**src/rtl/c2puv_pkg.sv**
```systemverilog
// Shared types, constants and the arctangent table for the polar UV mapper.
package c2puv_pkg;

    localparam int CORDIC_STEPS_DEF = 16;
    localparam int COORD_BITS_DEF   = 12;
    localparam int SIZE_BITS_DEF    = 12;

    localparam int GUARD_BITS = 16;
    localparam int Z_W        = 34;   // signed angle, 2^32 units per turn, with headroom
    localparam int TURN_W     = 33;   // saturated turn in [0, 2^32]
    localparam int DIM_W      = 13;   // src_width / src_height register width
    localparam int SCALE_W    = 24;   // radius_scale register width
    localparam int OUT_W      = 20;
    localparam int SCALE_SHIFT = 16 + GUARD_BITS - 8;
    localparam int VSHIFT      = 24;
    localparam int ATAN_LEN    = 24;
    localparam int ADDR_W      = 4;
    localparam int DATA_W      = 32;

    localparam logic [TURN_W-1:0] FULL_TURN = 33'h1_0000_0000;
    localparam logic [TURN_W-1:0] HALF_TURN = 33'h0_8000_0000;

    localparam logic [DIM_W-1:0]   SRC_WIDTH_RST    = 13'd256;
    localparam logic [DIM_W-1:0]   SRC_HEIGHT_RST   = 13'd256;
    localparam logic [SCALE_W-1:0] RADIUS_SCALE_RST = 24'd65536;

    // atan(2^-i) in turns * 2^32, truncated
    localparam logic [31:0] ATAN_TURNS [ATAN_LEN] = '{
        32'd536870912, 32'd316933406, 32'd167458907, 32'd85004756,
        32'd42667331,  32'd21354465,  32'd10680862,  32'd5340245,
        32'd2670163,   32'd1335087,   32'd667544,    32'd333772,
        32'd166886,    32'd83443,     32'd41721,     32'd20860,
        32'd10430,     32'd5215,      32'd2607,      32'd1303,
        32'd651,       32'd325,       32'd162,       32'd81
    };

    typedef enum logic [1:0] {
        CFG_SRC_WIDTH    = 2'd0,
        CFG_SRC_HEIGHT   = 2'd1,
        CFG_RADIUS_SCALE = 2'd2
    } c2puv_cfg_idx_t;

    // side info carried alongside each item through the pipeline
    typedef struct packed {
        logic py_zero;
        logic px_neg;
    } c2puv_flags_t;

endpackage

```
**src/rtl/c2puv_cell.sv**
```systemverilog
// One CORDIC vectoring iteration with its pipeline register.
module c2puv_cell
    import c2puv_pkg::*;
#(
    parameter int STEP = 0,
    parameter int XY_W = 31
)
(
    input  logic                   clk,
    input  logic                   rst_n,
    input  logic                   valid_in,
    input  logic signed [XY_W-1:0] x_in,
    input  logic signed [XY_W-1:0] y_in,
    input  logic signed [Z_W-1:0]  z_in,
    input  c2puv_flags_t           flags_in,
    output logic                   valid_out,
    output logic signed [XY_W-1:0] x_out,
    output logic signed [XY_W-1:0] y_out,
    output logic signed [Z_W-1:0]  z_out,
    output c2puv_flags_t           flags_out
);

    localparam logic signed [Z_W-1:0] ATAN_Z = signed'(Z_W'(ATAN_TURNS[STEP]));

    logic                   valid_reg;
    logic signed [XY_W-1:0] x_reg, x_next;
    logic signed [XY_W-1:0] y_reg, y_next;
    logic signed [Z_W-1:0]  z_reg, z_next;
    c2puv_flags_t           flags_reg;
    logic signed [XY_W-1:0] dx;
    logic signed [XY_W-1:0] dy;

    always_comb
    begin
        dx = y_in >>> STEP;
        dy = x_in >>> STEP;
        if (y_in >= 0)
        begin
            x_next = x_in + dx;
            y_next = y_in - dy;
            z_next = z_in + ATAN_Z;
        end
        else
        begin
            x_next = x_in - dx;
            y_next = y_in + dy;
            z_next = z_in - ATAN_Z;
        end
    end

    always_ff @(posedge clk or negedge rst_n)
    begin
        if (!rst_n)
        begin
            valid_reg <= 1'b0;
        end
        else
        begin
            valid_reg <= valid_in;
        end
    end

    always_ff @(posedge clk)
    begin
        x_reg     <= x_next;
        y_reg     <= y_next;
        z_reg     <= z_next;
        flags_reg <= flags_in;
    end

    assign valid_out = valid_reg;
    assign x_out     = x_reg;
    assign y_out     = y_reg;
    assign z_out     = z_reg;
    assign flags_out = flags_reg;

endmodule

```
**config.mk**
```make
export PLATFORM = sky130hd
export DESIGN_NAME = c2puv_cell
export DESIGN_NICKNAME = d
export VERILOG_FILES = /design/src/rtl/c2puv_pkg.sv /design/src/rtl/c2puv_cell.sv
export SDC_FILE = /design/constraint.sdc
export NUM_CORES = 1
export LEC_CHECK = 0
export BUFFER_PORTS_ARGS = -buffer_cell sky130_fd_sc_hd__buf_2
export CAP_MARGIN = 10
export CORE_MARGIN = 4
export CORE_UTILIZATION = 40
export CTS_CLUSTER_SIZE = 14
export DETAILED_ROUTE_END_ITERATION = 16
export PLACE_DENSITY_LB_ADDON = 0.08
export SLEW_MARGIN = 20
export SYNTH_ARGS = -nofsm -noshare
export SYNTH_HDL_FRONTEND = slang
export SYNTH_SLANG_ARGS = --single-unit
```
**constraint.sdc**
```tcl
create_clock -name clk -period 1.4 [get_ports clk]
set_clock_uncertainty 0.05 [all_clocks]
set_input_delay 0.14 -clock clk [delete_from_list [all_inputs] [get_ports clk]]
set_output_delay 0.14 -clock clk [all_outputs]
set_load 0.03 [all_outputs]
```
# Word level (Yosys, flattened, before mapping)
# Cells that the tools add are included.
[classes]
n_mux = 3
add_sub_neg = 5
div_mod_pow = 0
n_lt_le_gt_ge = 1
eq_ne = 0
multipliers = 0
n_reduce_logical = 0
shifts = 0
bitwise = 0
[ops]
columns = ["cell", "count"]
rows = [
  ["2-to-1 mux 31 bit", 2],
  ["subtractor 31 bit", 2],
  ["adder 34 x 31 -> 34 bit (second input constant)", 1],
  ["2-to-1 mux 34 bit", 1],
  ["subtractor 34 x 31 -> 34 bit (second input constant)", 1],
  ["adder 31 bit", 1],
  [">= comparator 31 x 1 -> 1 bit (second input constant)", 1],
]
[totals]
latchBits = 0
output_inout_bits = 99
memories = 0
elab_cells = 15
mem_bits_ro = 0
reg_bits = 99
ramBits = 0
inputBits = 101

# Longest topological paths before layout
[depth]
word_depth = 2
depth_mapped = 12
mapped_depth_nobuf = 12

# Worst setup path before layout
# Ideal clock, no wire load.
[synth_path]
path_type = "input -> register"
from = "input x_in[0]"
to = "register y_reg[24] (netlist: y_out[24])"
required_ns = 1.221
setup_slack_ns = -0.835
n_path_buf = 0
setup_ns = 0.129
path_stages = 11
arrival_ns = 2.056
path_cell_list = "ha_1 inv_1 fa_1 o21bai_2 o211ai_1 a31oi_2 o211ai_2 a221oi_2 a21boi_1 a221oi_2 xnor2_1"
[synth_via]
elab_chain_cells = 2
word_cells_on_any_way = 3
cone_classes = "add/sub (2); mux (1)"
[synth_rtl]
columns = ["item", "line_no", "rtl"]
rows = [
  ["start: declaration", "c2puv_cell.sv:12", "input logic signed [XY_W-1:0] x_in,"],
  ["adder 31 bit / subtractor 31 bit (equally long branches)", "c2puv_cell.sv:46, c2puv_cell.sv:40", ""],
  ["2-to-1 mux 31 bit (*)", "c2puv_cell.sv:37", "if (y_in >= 0)"],
  ["named net y_next[24]", "c2puv_cell.sv:27", "logic signed [XY_W-1:0] y_reg, y_next;"],
  ["end signal: assignment", "c2puv_cell.sv:66", "y_reg <= y_next;"],
  ["end: declaration", "c2puv_cell.sv:27", ""],
]
# Mark *: on every way through the listed nets, which the timed path passes. The rest lies on a longest branch.

# Worst setup path after layout
[layout_path]
from = "input y_in[0]"
to = "register y_reg[24] (netlist: y_out[24])"
[layout_via]
elab_chain_cells = 2
word_cells_on_any_way = 4
cone_classes = "add/sub (2); order compare (1); mux (1)"
[layout_rtl]
columns = ["item", "line_no", "rtl"]
rows = [
  ["start: declaration", "c2puv_cell.sv:13", "input logic signed [XY_W-1:0] y_in,"],
  ["adder 31 bit, or another cell as far along", "c2puv_cell.sv:46", "y_next = y_in + dy;"],
  ["2-to-1 mux 31 bit (*)", "c2puv_cell.sv:37", ""],
  ["named net y_next[24]", "c2puv_cell.sv:27", ""],
]
# Marked as above.

==> summary.txt <==
Outcome
  – Status: finished, violations left
  – Failing checks: negative setup slack

Finish
  – Layout fillers: 1,482
  – Most frequent cells in the layout: buf_4 (337), buf_2 (190), dfxtp_1 (97)
  – Area Overhead vs Synth: 76.3%
  – Area of the multi-input gates: 6120 um^2
  – Finished Layout Cells: 1,740
  – Fin area: 13,400 um^2
  – Nets: 1,704
  – Fin util: 0.716
  – Commonest non-fill, non-tap cell in the layout: buf_4
  – Share of cells above drive strength 1: 0.514
  – Register Area: 1970 um^2

Worst setup path
  – Critical path class: input port to register
  – Crit path DAT: 2490 ps
  – Worst-path fanout max: 3
  – CP endpoint kind: register
  – Crit path launch type: input port
  – Worst EP required: 1630 ps
  – Critical path launch point: y_in[0]

Floorplanning
  – Rows: 50
  – Die Span X: 146 um
  – Die area: 21,200 um^2
  – Starting density of the core: 0.406
  – CORE AREA: 18,600 um^2
  – Ports: 200
  – Die height: 146 um

Drt
  – Pre-antenna DRT Iters: 5
  – Routed met3 length: 1670 um
  – Met2 Wirelength: 14,600 um
  – Via Count: 8,910
  – DR iter-0 viols: 466
  – Post-Route M1 WL: 13,400 um
  – Vias per cell: 5.12
  – DRC: 0
  – Uppermost layer routed: met4
  – Final ANT Viol Nets: 0
  – Post-Route WL: 30,200 um
  – WL per Instance: 17.3 um

Hold path
  – Hold Path Depth: 2
  – Hold_sp: z_in[29]
  – Hold Path Class: input port to register

Clocking
  – Clock buffer depth: 2
  – Clk sinks: 98
  – Inserted Clock Buffers: 9
  – CTS clk-pin slew, worst paths: 70 ps
  – Clock root cell: clkbuf_16
  – CTS tree: yes
  – H-tree depth: 3

Power and ir drop
  – Leakage: 6.46 nW
  – Total Power: 0.0125 W
  – VDD IR max: 0.000744 V
  – PwrDens: 937 nW/um^2

Synthesis
  – Cell taking the most area after synthesis: dfxtp_1
  – Ys flop type: dfxtp_1
  – Synth Register Bits: 98
  – Sequential share of the synthesized area: 0.260
  – Post-Syn Area per Cell: 8.10 um^2
  – Syn nets: 1,139
  – Post-Syn Instances: 935
  – Top cell type's share of synthesized area: 0.256
  – Mapped Area: 7570 um^2
  – Post-synth EDFFs: 0
  – Ys Warns: 0
  – Post-synth ARST share: 0.0102
  – Synth area leaders: dfxtp_1 (26%), ha_1 (17%), a21oi_1 (6.9%)
  – Yosys cell types: 79

Timing
  – Worst hold slack: 16.9 ps
  – Fin worst setup slack: -864 ps
  – Final Cycle Share: 1.62
  – Maximum clock rate: 0.442 GHz
  – Pins Over Slew Limit: 0
  – Slew headroom: 0.710
  – Unrepaired setup endpoints after global routing: true
  – Final Hold Vio Count: 0
  – Min cycle time layout: 2260 ps
  – Slew @ Worst Pin: 430 ps
  – Final setup viols: 54

Placement
  – GPL Wtd Cong: 0.960
  – IO buf count: 199
  – Post-DP Area: 11,500 um^2
  – Post-placement cell count: 1,659
  – Post-DP HPWL: 23,200 um

Global route
  – Total track usage: 0.271
  – Remaining Overflow, GRT: 0
  – Largest net degree at the start of global routing: 23
  – Vias in the first global route: 9,025
  – Initial antenna violation count: 1
  – First-pass GRT wire length: 47,000 um

Flow run
  – MaxCap Viol Count: 0
synth_stat cells, drive strengths merged (3+ instances only):
master and instances:
or2 6, nor3 21, a221oi 6, o21ai 64
o211a 3, or3 6, nand4 11, nand3 14
nor2 64, a211oi 9, nand2b 15, a41oi 3
o21a 8, clkbuf 16, o211ai 13, buf 27
o31a 6, a21oi 105, or4 3, nand3b 3
fa 3, dfxtp 97, a21boi 6, nor2b 9
mux2i 9, o22ai 4, nor4 10, and2 4
nand2 42, xor2 11, o21bai 16, a22oi 3
xnor2 51, o31ai 11, a21o 19, ha 100
and3 3, inv 93, a31oi 9
flip-flops by register name, indices dropped and copies added (netlist names):
register / count
y_out: 31
flags_out: 2
x_out: 30
z_out: 34
valid_out: 1
cells by family after synthesis:
kind of cell               synth area share
and+or+nand+nor                       0.144
DFF                                   0.260
muxes                                0.0134
adders and majority gates             0.173
AOI/OAI and AO/OA                     0.264
xor gates and xnor gates             0.0717
buffers and inverters                0.0740
per-stage QoR:
step	worst slack, ps	TNS [ps]
2_1_floorplan	-813	-28650
3_3_place_gp	-1260	-53390
3_5_place_dp	-1280	-54520
4_1_cts	-777	-27550
5_1_grt	-905	-32670
6_report	-864	-29170
report_power, final:
group / total (W) / internal [W] / switching [W]
logic: 0.00636 / 0.00280 / 0.00357
registers: 0.00345 / 0.00328 / 0.000163
clock network: 0.00271 / 0.00143 / 0.00128
total: 0.0125 / 0.00751 / 0.00501
critical path, stage by stage:
cell and delay [ps]:
buf_8 90, ha_4 120, inv_2 30, fa_2 350, o21bai_4 130, o211ai_1 170, a31oi_2 360, o211ai_2 190
a221oi_2 340, a21boi_2 120, a221oi_2 280, xnor2_1 150
path summary, 6_finish.rpt:
path / to / slack [ps]
setup / recovery: y_out[24] / -860
hold / removal: z_out[30] / 20
max in group asynchronous: valid_out / 1160
min in group asynchronous: valid_out / 60
layer usage:
layer | GRT usage | up-vias
met1 | 0.359 | 4187
li1 | - | 4400
met2 | 0.468 | 296
met3 | 0.0467 | 27
met5 | 0 | -
met4 | 0.0527 | 0
area by class of cell:
cell class,instances,share of cell area
multi-input combinational,699,0.458
timing repair buffer,597,0.320
sequential,98,0.147
inverter,95,0.0286
tap,234,0.0219
clock buffer,9,0.0169
clock inverter,7,0.00628
antenna,1,0.000187
repair_timing:
action | in CTS | in global routing
buffers inserted | 25 | 13
resized for setup | 151 | 75
endpoints found under the hold margin | 36 | 0
setup endpoints to repair | 54 | 55
hold buffers | 35 | 0
pin swaps | 87 | 83
Note: power is estimated with default switching activity, not from simulation.
