--- src/rtl/c2puv_pkg.sv ---
// Shared types, constants and the arctangent table for the polar UV mapper.
package c2puv_pkg;

    localparam int CORDIC_STEPS_DEF = 16;
    localparam int COORD_BITS_DEF   = 12;
    localparam int SIZE_BITS_DEF    = 12;

    localparam int GUARD_BITS = 16;
    localparam int Z_W        = 34;   // signed angle, 2^32 units per turn, with headroom
    localparam int TURN_W     = 33;   // saturated turn in [0, 2^32]
    localparam int DIM_W      = 13;   // src_width / src_height register width
    localparam int SCALE_W    = 24;   // radius_scale register width
    localparam int OUT_W      = 20;
    localparam int SCALE_SHIFT = 16 + GUARD_BITS - 8;
    localparam int VSHIFT      = 24;
    localparam int ATAN_LEN    = 24;
    localparam int ADDR_W      = 4;
    localparam int DATA_W      = 32;

    localparam logic [TURN_W-1:0] FULL_TURN = 33'h1_0000_0000;
    localparam logic [TURN_W-1:0] HALF_TURN = 33'h0_8000_0000;

    localparam logic [DIM_W-1:0]   SRC_WIDTH_RST    = 13'd256;
    localparam logic [DIM_W-1:0]   SRC_HEIGHT_RST   = 13'd256;
    localparam logic [SCALE_W-1:0] RADIUS_SCALE_RST = 24'd65536;

    // atan(2^-i) in turns * 2^32, truncated
    localparam logic [31:0] ATAN_TURNS [ATAN_LEN] = '{
        32'd536870912, 32'd316933406, 32'd167458907, 32'd85004756,
        32'd42667331,  32'd21354465,  32'd10680862,  32'd5340245,
        32'd2670163,   32'd1335087,   32'd667544,    32'd333772,
        32'd166886,    32'd83443,     32'd41721,     32'd20860,
        32'd10430,     32'd5215,      32'd2607,      32'd1303,
        32'd651,       32'd325,       32'd162,       32'd81
    };

    typedef enum logic [1:0] {
        CFG_SRC_WIDTH    = 2'd0,
        CFG_SRC_HEIGHT   = 2'd1,
        CFG_RADIUS_SCALE = 2'd2
    } c2puv_cfg_idx_t;

    // side info carried alongside each item through the pipeline
    typedef struct packed {
        logic py_zero;
        logic px_neg;
    } c2puv_flags_t;

endpackage

--- src/rtl/c2puv_post.sv ---
// Turn normalization, radius and angle scaling, and edge clamping.
module c2puv_post
    import c2puv_pkg::*;
#(
    parameter int XY_W      = 31,
    parameter int SIZE_BITS = SIZE_BITS_DEF
)
(
    input  logic                   clk,
    input  logic                   rst_n,
    input  logic                   valid_in,
    input  logic signed [XY_W-1:0] x_in,
    input  logic signed [Z_W-1:0]  z_in,
    input  c2puv_flags_t           flags_in,
    input  logic [DIM_W-1:0]       src_width,
    input  logic [DIM_W-1:0]       src_height,
    input  logic [SCALE_W-1:0]     radius_scale,
    output logic                   valid_out,
    output logic [OUT_W-1:0]       radial_coord,
    output logic [OUT_W-1:0]       inverse_radial_coord,
    output logic [OUT_W-1:0]       angular_coord
);

    localparam int XP_W  = XY_W - 1;
    localparam int UP_W  = XP_W + SCALE_W;
    localparam int U_W   = UP_W - SCALE_SHIFT;
    localparam int VP_W  = TURN_W + SIZE_BITS;
    localparam int V_W   = VP_W - VSHIFT;
    localparam int LIM_W = SIZE_BITS + 8;
    localparam int CMP_W = (U_W > V_W) ? U_W : V_W;
    localparam int EW    = (DIM_W > SIZE_BITS + 1) ? DIM_W : SIZE_BITS + 1;
    localparam int EXT_W = (LIM_W > OUT_W) ? LIM_W : OUT_W;

    // size register saturated to [2, 2^SIZE_BITS], minus one
    function automatic logic [SIZE_BITS-1:0] size_m1(input logic [DIM_W-1:0] s);
        logic [EW-1:0] se;
        logic [EW-1:0] top;
        logic [EW-1:0] dec;
        se  = EW'(s);
        top = EW'(1) << SIZE_BITS;
        dec = se - EW'(1);
        if (se < EW'(2))
            return SIZE_BITS'(1);
        else if (se > top)
            return {SIZE_BITS{1'b1}};
        else
            return dec[SIZE_BITS-1:0];
    endfunction

    function automatic logic [OUT_W-1:0] edge_clamp(input logic [CMP_W-1:0] c,
                                                    input logic [SIZE_BITS-1:0] sm1);
        logic [LIM_W-1:0] lim;
        logic [LIM_W-1:0] val;
        logic [EXT_W-1:0] ext;
        lim = {sm1, 8'h00};
        if (c >= CMP_W'(lim))
            val = {sm1 - SIZE_BITS'(1), 8'hff};
        else
            val = c[LIM_W-1:0];
        ext = EXT_W'(val);
        return ext[OUT_W-1:0];
    endfunction

    logic [SIZE_BITS-1:0] wm1;
    logic [SIZE_BITS-1:0] hm1;
    logic [LIM_W-1:0]     wlim;

    logic signed [Z_W:0]  tsum;
    logic [TURN_W-1:0]    turn_next;
    logic [XP_W-1:0]      xpos_next;

    logic [3:0]           valid_reg;
    logic [TURN_W-1:0]    turn_reg;
    logic [XP_W-1:0]      xpos_reg;
    logic [UP_W-1:0]      uprod_reg;
    logic [VP_W-1:0]      vprod_reg;
    logic [U_W-1:0]       u_reg;
    logic [V_W-1:0]       v_reg;
    logic [LIM_W-1:0]     inv_reg, inv_next;
    logic [U_W-1:0]       u_next;
    logic [OUT_W-1:0]     radial_reg;
    logic [OUT_W-1:0]     inv_out_reg;
    logic [OUT_W-1:0]     angular_reg;

    assign wm1  = size_m1(src_width);
    assign hm1  = size_m1(src_height);
    assign wlim = {wm1, 8'h00};

    always_comb
    begin
        tsum = (Z_W+1)'(z_in) + signed'((Z_W+1)'(HALF_TURN));
        if (flags_in.py_zero)
            turn_next = flags_in.px_neg ? FULL_TURN : HALF_TURN;
        else if (tsum < 0)
            turn_next = '0;
        else if (tsum > signed'((Z_W+1)'(FULL_TURN)))
            turn_next = FULL_TURN;
        else
            turn_next = tsum[TURN_W-1:0];
        xpos_next = (x_in > 0) ? x_in[XP_W-1:0] : '0;
    end

    always_comb
    begin
        u_next = uprod_reg[UP_W-1:SCALE_SHIFT];
        if (CMP_W'(u_next) <= CMP_W'(wlim))
            inv_next = wlim - u_next[LIM_W-1:0];
        else
            inv_next = '0;
    end

    always_ff @(posedge clk or negedge rst_n)
    begin
        if (!rst_n)
        begin
            valid_reg <= '0;
        end
        else
        begin
            valid_reg <= {valid_reg[2:0], valid_in};
        end
    end

    always_ff @(posedge clk)
    begin
        turn_reg    <= turn_next;
        xpos_reg    <= xpos_next;
        uprod_reg   <= UP_W'(xpos_reg) * UP_W'(radius_scale);
        vprod_reg   <= VP_W'(turn_reg) * VP_W'(hm1);
        u_reg       <= u_next;
        v_reg       <= vprod_reg[VP_W-1:VSHIFT];
        inv_reg     <= inv_next;
        radial_reg  <= edge_clamp(CMP_W'(u_reg), wm1);
        inv_out_reg <= edge_clamp(CMP_W'(inv_reg), wm1);
        angular_reg <= edge_clamp(CMP_W'(v_reg), hm1);
    end

    assign valid_out            = valid_reg[3];
    assign radial_coord         = radial_reg;
    assign inverse_radial_coord = inv_out_reg;
    assign angular_coord        = angular_reg;

endmodule

--- config.mk ---
export PLATFORM = sky130hd
export DESIGN_NAME = c2puv_post
export DESIGN_NICKNAME = d
export VERILOG_FILES = /design/src/rtl/c2puv_pkg.sv /design/src/rtl/c2puv_post.sv
export SDC_FILE = /design/constraint.sdc
export NUM_CORES = 2
export LEC_CHECK = 0
export BUFFER_PORTS_ARGS = -buffer_cell sky130_fd_sc_hd__buf_4
export CAP_MARGIN = 40
export CORE_ASPECT_RATIO = 1.25
export CORE_UTILIZATION = 50
export CTS_BUF_LIST = sky130_fd_sc_hd__clkbuf_8
export CTS_CLUSTER_DIAMETER = 120
export DETAILED_ROUTE_END_ITERATION = 6
export PLACE_DENSITY_LB_ADDON = 0.25
export RECOVER_POWER = 100
export SLEW_MARGIN = 20
export SYNTH_ARGS = -nofsm -noshare
export SYNTH_HDL_FRONTEND = slang
export SYNTH_SLANG_ARGS = --single-unit
--- constraint.sdc ---
create_clock -name clk -period 7.85 [get_ports clk]
set_input_delay 1.1775 -clock clk [delete_from_list [all_inputs] [get_ports clk]]
set_output_delay 1.1775 -clock clk [all_outputs]
set_load 0.01 [all_outputs]
== Word level (Yosys, flattened, before mapping) ==
Cells that the tools add are included.
Word-level totals
  flip-flop bits (word level): 297
  word-level logic and storage cells: 44
Operators by class
  $add $sub $neg: 6
  $mul: 2
  $lt $le $gt $ge: 11
  mux-type cells: 11
Operators with widths (count)
  33-bit 2-to-1 mux: 4
  20-bit 2-to-1 mux: 3
  30-bit by 24-bit multiplier with 54-bit output: 1
  12-bit 2-to-1 mux: 4
  12-bit by 1-bit subtractor with 12-bit output (second input constant): 4
  33-bit by 12-bit multiplier with 45-bit output: 1
  34-bit by 33-bit adder with 35-bit output (second input constant): 1
  35-bit by 34-bit greater-than comparator with 1-bit output (second input constant): 1
  35-bit by 1-bit less-than comparator with 1-bit output (second input constant): 1
  31-bit by 1-bit greater-than comparator with 1-bit output (second input constant): 1
  30-bit by 20-bit >= comparator with 1-bit output: 1
  30-bit by 20-bit <= comparator with 1-bit output: 1
  13-bit greater-than comparator (second input constant): 2
  13-bit by 2-bit less-than comparator with 1-bit output (second input constant): 2
  21-bit by 20-bit >= comparator with 1-bit output: 1
  20-bit >= comparator: 1
  20-bit subtractor: 1

== Longest topological paths before layout ==
  depth in word-level cells: 5
  depth in mapped cells: 29
  depth with buffers taken out: 27

== Worst setup path before layout ==
No wires, ideal clock.
  path kind: input to register
  start point: in src_height[3]
  end point: reg vprod_reg[39]
  library setup time: 0.072 ns
  arrival time: 7.508 ns
  data required time: 7.778 ns
  setup slack: 0.269 ns
  cell stages on the path: 25
  buffers on the path: 1
  cell sequence: nor3_2 -> nand2_1 -> or3_1 -> xor2_1 -> a21oi_1 -> clkbuf_1 -> nand2_1 -> fa_1 -> inv_1 -> fa_1 -> fa_1 -> fa_1 -> inv_1 -> fa_1 -> inv_1 -> ha_1 -> and4_1 -> and3_1 -> a32o_1 -> nor3_1 -> o311ai_1 -> a221oi_1 -> o211ai_1 -> a21oi_1 -> xnor2_1
Between the ends
  longest elaborated chain between the ends: 4
  elaborated cells between the ends (all ways): 6
  those cells by class: 1 x add/sub; 1 x mul; 2 x order compare; 2 x mux
RTL lines
  start, declared: line c2puv_post.sv:16  | input logic [DIM_W-1:0] src_height,
  12-bit by 1-bit subtractor with 12-bit output / 13-bit greater-than comparator (equally long branches): line c2puv_post.sv:41, c2puv_post.sv:44
  12-bit 2-to-1 mux: line c2puv_post.sv:44  | else if (se > top)
  12-bit 2-to-1 mux (*): line c2puv_post.sv:42  | if (se < EW'(2))
  33-bit by 12-bit multiplier with 45-bit output (*): line c2puv_post.sv:129  | vprod_reg <= VP_W'(turn_reg) * VP_W'(hm1);
  end signal, assigned: line c2puv_post.sv:129
  end, declared: line c2puv_post.sv:76  | logic [VP_W-1:0] vprod_reg;
Every way passes the cells marked *; elsewhere a longest branch is shown, timed or not.
A chain may end at the register's enable or synchronous reset.

== Worst setup path in the final report ==
  start point: reg xpos_reg[12]
  end point: reg uprod_reg[51]
Between the ends
  longest elaborated chain between the ends: 1
RTL lines
  start, declared: line c2puv_post.sv:74  | logic [XP_W-1:0] xpos_reg;
  start signal, assigned: line c2puv_post.sv:127  | xpos_reg <= xpos_next;
  30-bit by 24-bit multiplier with 54-bit output: line c2puv_post.sv:128  | uprod_reg <= UP_W'(xpos_reg) * UP_W'(radius_scale);
  end signal, assigned: line c2puv_post.sv:128
  end, declared: line c2puv_post.sv:75  | logic [UP_W-1:0] uprod_reg;
Every way passes these cells.

==> flow_metrics.tcl <==
set metrics [dict create \
    grt_pass1_vias 35100 \
    netlist_area_sq_um 43100 \
    wl_per_cell_um 19.1 \
    hold_path.class "in2async" \
    final_hold_viol_count 0 \
    synth.distinct_cells 85 \
    relSlewSlack 0.0472 \
    area_growth_pct 9.27 \
    whs_ns 0.326 \
    die_area_sq_um 87300 \
    vias 32000 \
    htree_levels 2 \
    nets 6247 \
    largest_register_ffs 33 \
    synth_edf_count 0 \
    yosys-top-cells-count "inv_1, fa_1, nand2_1, and2_1, ha_1" \
    slowest_stage "dfxtp_1" \
    clk-insertion-delay-late_ns 0.69 \
    grtUsageMet2 0.488 \
    peakVddDrop_mv 0.357 \
    met1_usage 0.339 \
    grt_setup_unrepaired "no" \
    use_met3 0.0400 \
    cts_made_buffers 43 \
    antenna_found_initial 4 \
    setup.worst_path.end_class "flip-flop" \
    nFillCells 7793 \
    tns_ns 0 \
    dr.pass1.iters 5 \
    grt_pass1_wl_um 188000 \
    cp_top_family "adder cells" \
    drc 0 \
    syn_inst 4733 \
    ant_nets 0 \
    crit_start "xpos_reg[12]$_SDFF_PP0_" \
    row_count 120 \
    gr-usage-all-layers 0.275 \
    period_needed_ns 7.55 \
    yosys_warnings 0 \
    place_hpwl_um 94500 \
    fmax_ghz 0.132 \
    busiest_layer "met2" \
    slew_viol_final 0 \
    async_reset_ff_frac 0.0161 \
    yosysMostFrequentCell "inv_1" \
    drtIter0Drc 1578 \
    clockBufferDepth 3 \
    totalWireLength_um 115000 \
    coreArea_sq_um 85400 \
    place.gp.congestion 0.911 \
    vias_per_cell 5.31 \
    setup_viol 0 \
    p_leak_uw 0.0233 \
    drive_gt1_frac 0.0807 \
    r2r_slack_ns 0.30 \
    cts.sinks 249 \
    start_kind "flip-flop" \
    max-cap-violations 0 \
    final_util 0.551 \
    cts_root_buf "clkbuf_8" \
    die_w_um 265 \
    synth_top_cell_area_share 0.429 \
    slowest_delay_ns 0.90 \
    synth_area_per_cell_sq_um 9.10 \
    grt_max_degree 33 \
    cts_tree "yes" \
    finalClockSkew_ns 0.0583 \
    synthesis.nets 6094 \
    path_clk_slew_ns 0.06 \
    io_buffers 180 \
    outcome "completed" \
    hold_buffers 0 \
    r2r-start "xpos_reg[12]$_SDFF_PP0_" \
    critPathRequiredTime_ns 8.42 \
    worst_ep_arrival_time_ns 8.12 \
    power_density_nw_per_um2 309 \
    finalCritPeriodShare 0.962 \
    worst_slew_pin_slew_ns 1.43 \
    synthFlopType "dfxtp_1" \
    synth.top_cells.by_area "fa_1, dfxtp_1, ha_1" \
    worst_path_most_repeated_cell "fa_1" \
    crit_type "reg2reg" \
    die_y_um 330 \
    seq_area_frac_synth 0.116 \
    start_util 0.504 \
    synth_largest_area_cell "fa_1" \
    crit_fanout 16 \
    cp.buffers_inverters 7 \
    io_pins 181 \
    overflow 0 \
    ys_seq_elements 249 \
]
## power by group
group          internal (uW)  leakage [uW]  switching [uW]  total (uW)
Combinational           4710        0.0207            6460       11200
Sequential              1710       0.00208             240        1950
Clock                    792      0.000535             640        1430
Total                   7210        0.0233            7340       14600
## cells in the final DEF, fill, tap and decap left out, types with 18 or more instances in the layout
cell type  instances
nand2_1          810
nand3_1           25
clkbuf_8          49
nand2b_1          30
buf_4            228
xor2_1            36
clkbuf_1          77
nand4_1           18
nor3_1            20
o21ai_0           59
nor2_1            75
and2_1           396
and2_0            33
nor2b_1           19
ha_1             319
nor4_1            32
xnor2_1           71
a21o_1            50
fa_1             922
dfxtp_1          245
a21oi_1          102
inv_1           1013
mux2_2            21
## logic make-up (layout without fill, tap and decap cells)
kind of cell             count (synthesis)  after routing  share of synthesized area
AND/OR/NAND/NOR                       1526           1526                      0.172
adder cells (fa/ha/maj)               1241           1241                      0.521
buffers and inverters                 1240           1427                      0.109
AO/OA/AOI/OAI                          336            336                     0.0511
flip-flops                             249            249                      0.116
XOR/XNOR                               107            107                     0.0218
multiplexers                            34             34                    0.00877
other                                    0              1                          0
## worst reg2reg max path, cell delays in order, from the launching register on
cell,delay (ns)
dfxtp_1,0.90
nand2_1,0.20
fa_1,0.56
inv_1,0.05
fa_1,0.44
fa_1,0.52
inv_1,0.05
fa_1,0.50
inv_1,0.06
fa_1,0.54
inv_1,0.06
fa_1,0.48
inv_1,0.05
fa_1,0.43
ha_1,0.33
a21oi_1,0.15
o21ai_0,0.16
nor4_1,0.33
a211oi_1,0.14
buf_4,0.18
a31oi_1,0.43
a21oi_2,0.13
buf_4,0.17
a211oi_1,0.31
o21bai_1,0.12
xor2_1,0.15
## final cells by class
| cell class | count | area [sq um] | share of cell area |
|---|---|---|---|
| clock inverters | 30 | 345 | 0.00734 |
| inverters | 1014 | 3810 | 0.0809 |
| flip-flops and latches | 249 | 5000 | 0.106 |
| repair buffers | 334 | 2460 | 0.0522 |
| diodes | 1 | 2.50 | 0.0000532 |
| well taps | 1098 | 1370 | 0.0292 |
| clock buffers | 49 | 674 | 0.0143 |
| multi-input cells | 3244 | 33400 | 0.710 |
## per-stage QoR
step	std cells	setup slack [ns]	instance area (sq um)	total power (uW)
after floorplan	4733	0.269	43100	9370
after global placement	5930	-0.211	46300	13000
after detailed placement	5937	-0.235	46400	13200
after CTS	6016	0.271	47400	14700
after global routing	6019	0.0332	47100	16000
final	6019	0.299	47100	14600
## layer usage
| layer | part of all wire | wire length [um] |
|---|---|---|
| met1 | 0.40 | 46100 |
| met3 | 0.062 | 7070 |
| met4 | 0.039 | 4510 |
| met5 | 0.00018 | 21 |
| met2 | 0.50 | 57000 |
## final timing paths
check | end | cells past startpoint
setup / recovery | uprod_reg[51]$_DFF_P_ | 25
hold / removal | valid_reg[1]$_DFF_PN0_ | 1
setup reg to reg | uprod_reg[51]$_DFF_P_ | 25
hold reg to reg | v_reg[9]$_DFF_P_ | 0
max in group asynchronous | valid_reg[2]$_DFF_PN0_ | 1
min in group clk | v_reg[9]$_DFF_P_ | 0
## timing repair
action                                  in CTS  in global routing
endpoints found under the setup margin       0                  1
resized for setup                            0                  1
setup buffers                                0                  0
hold endpoints to repair                     0                  0
(Power assumes the default switching activity.)
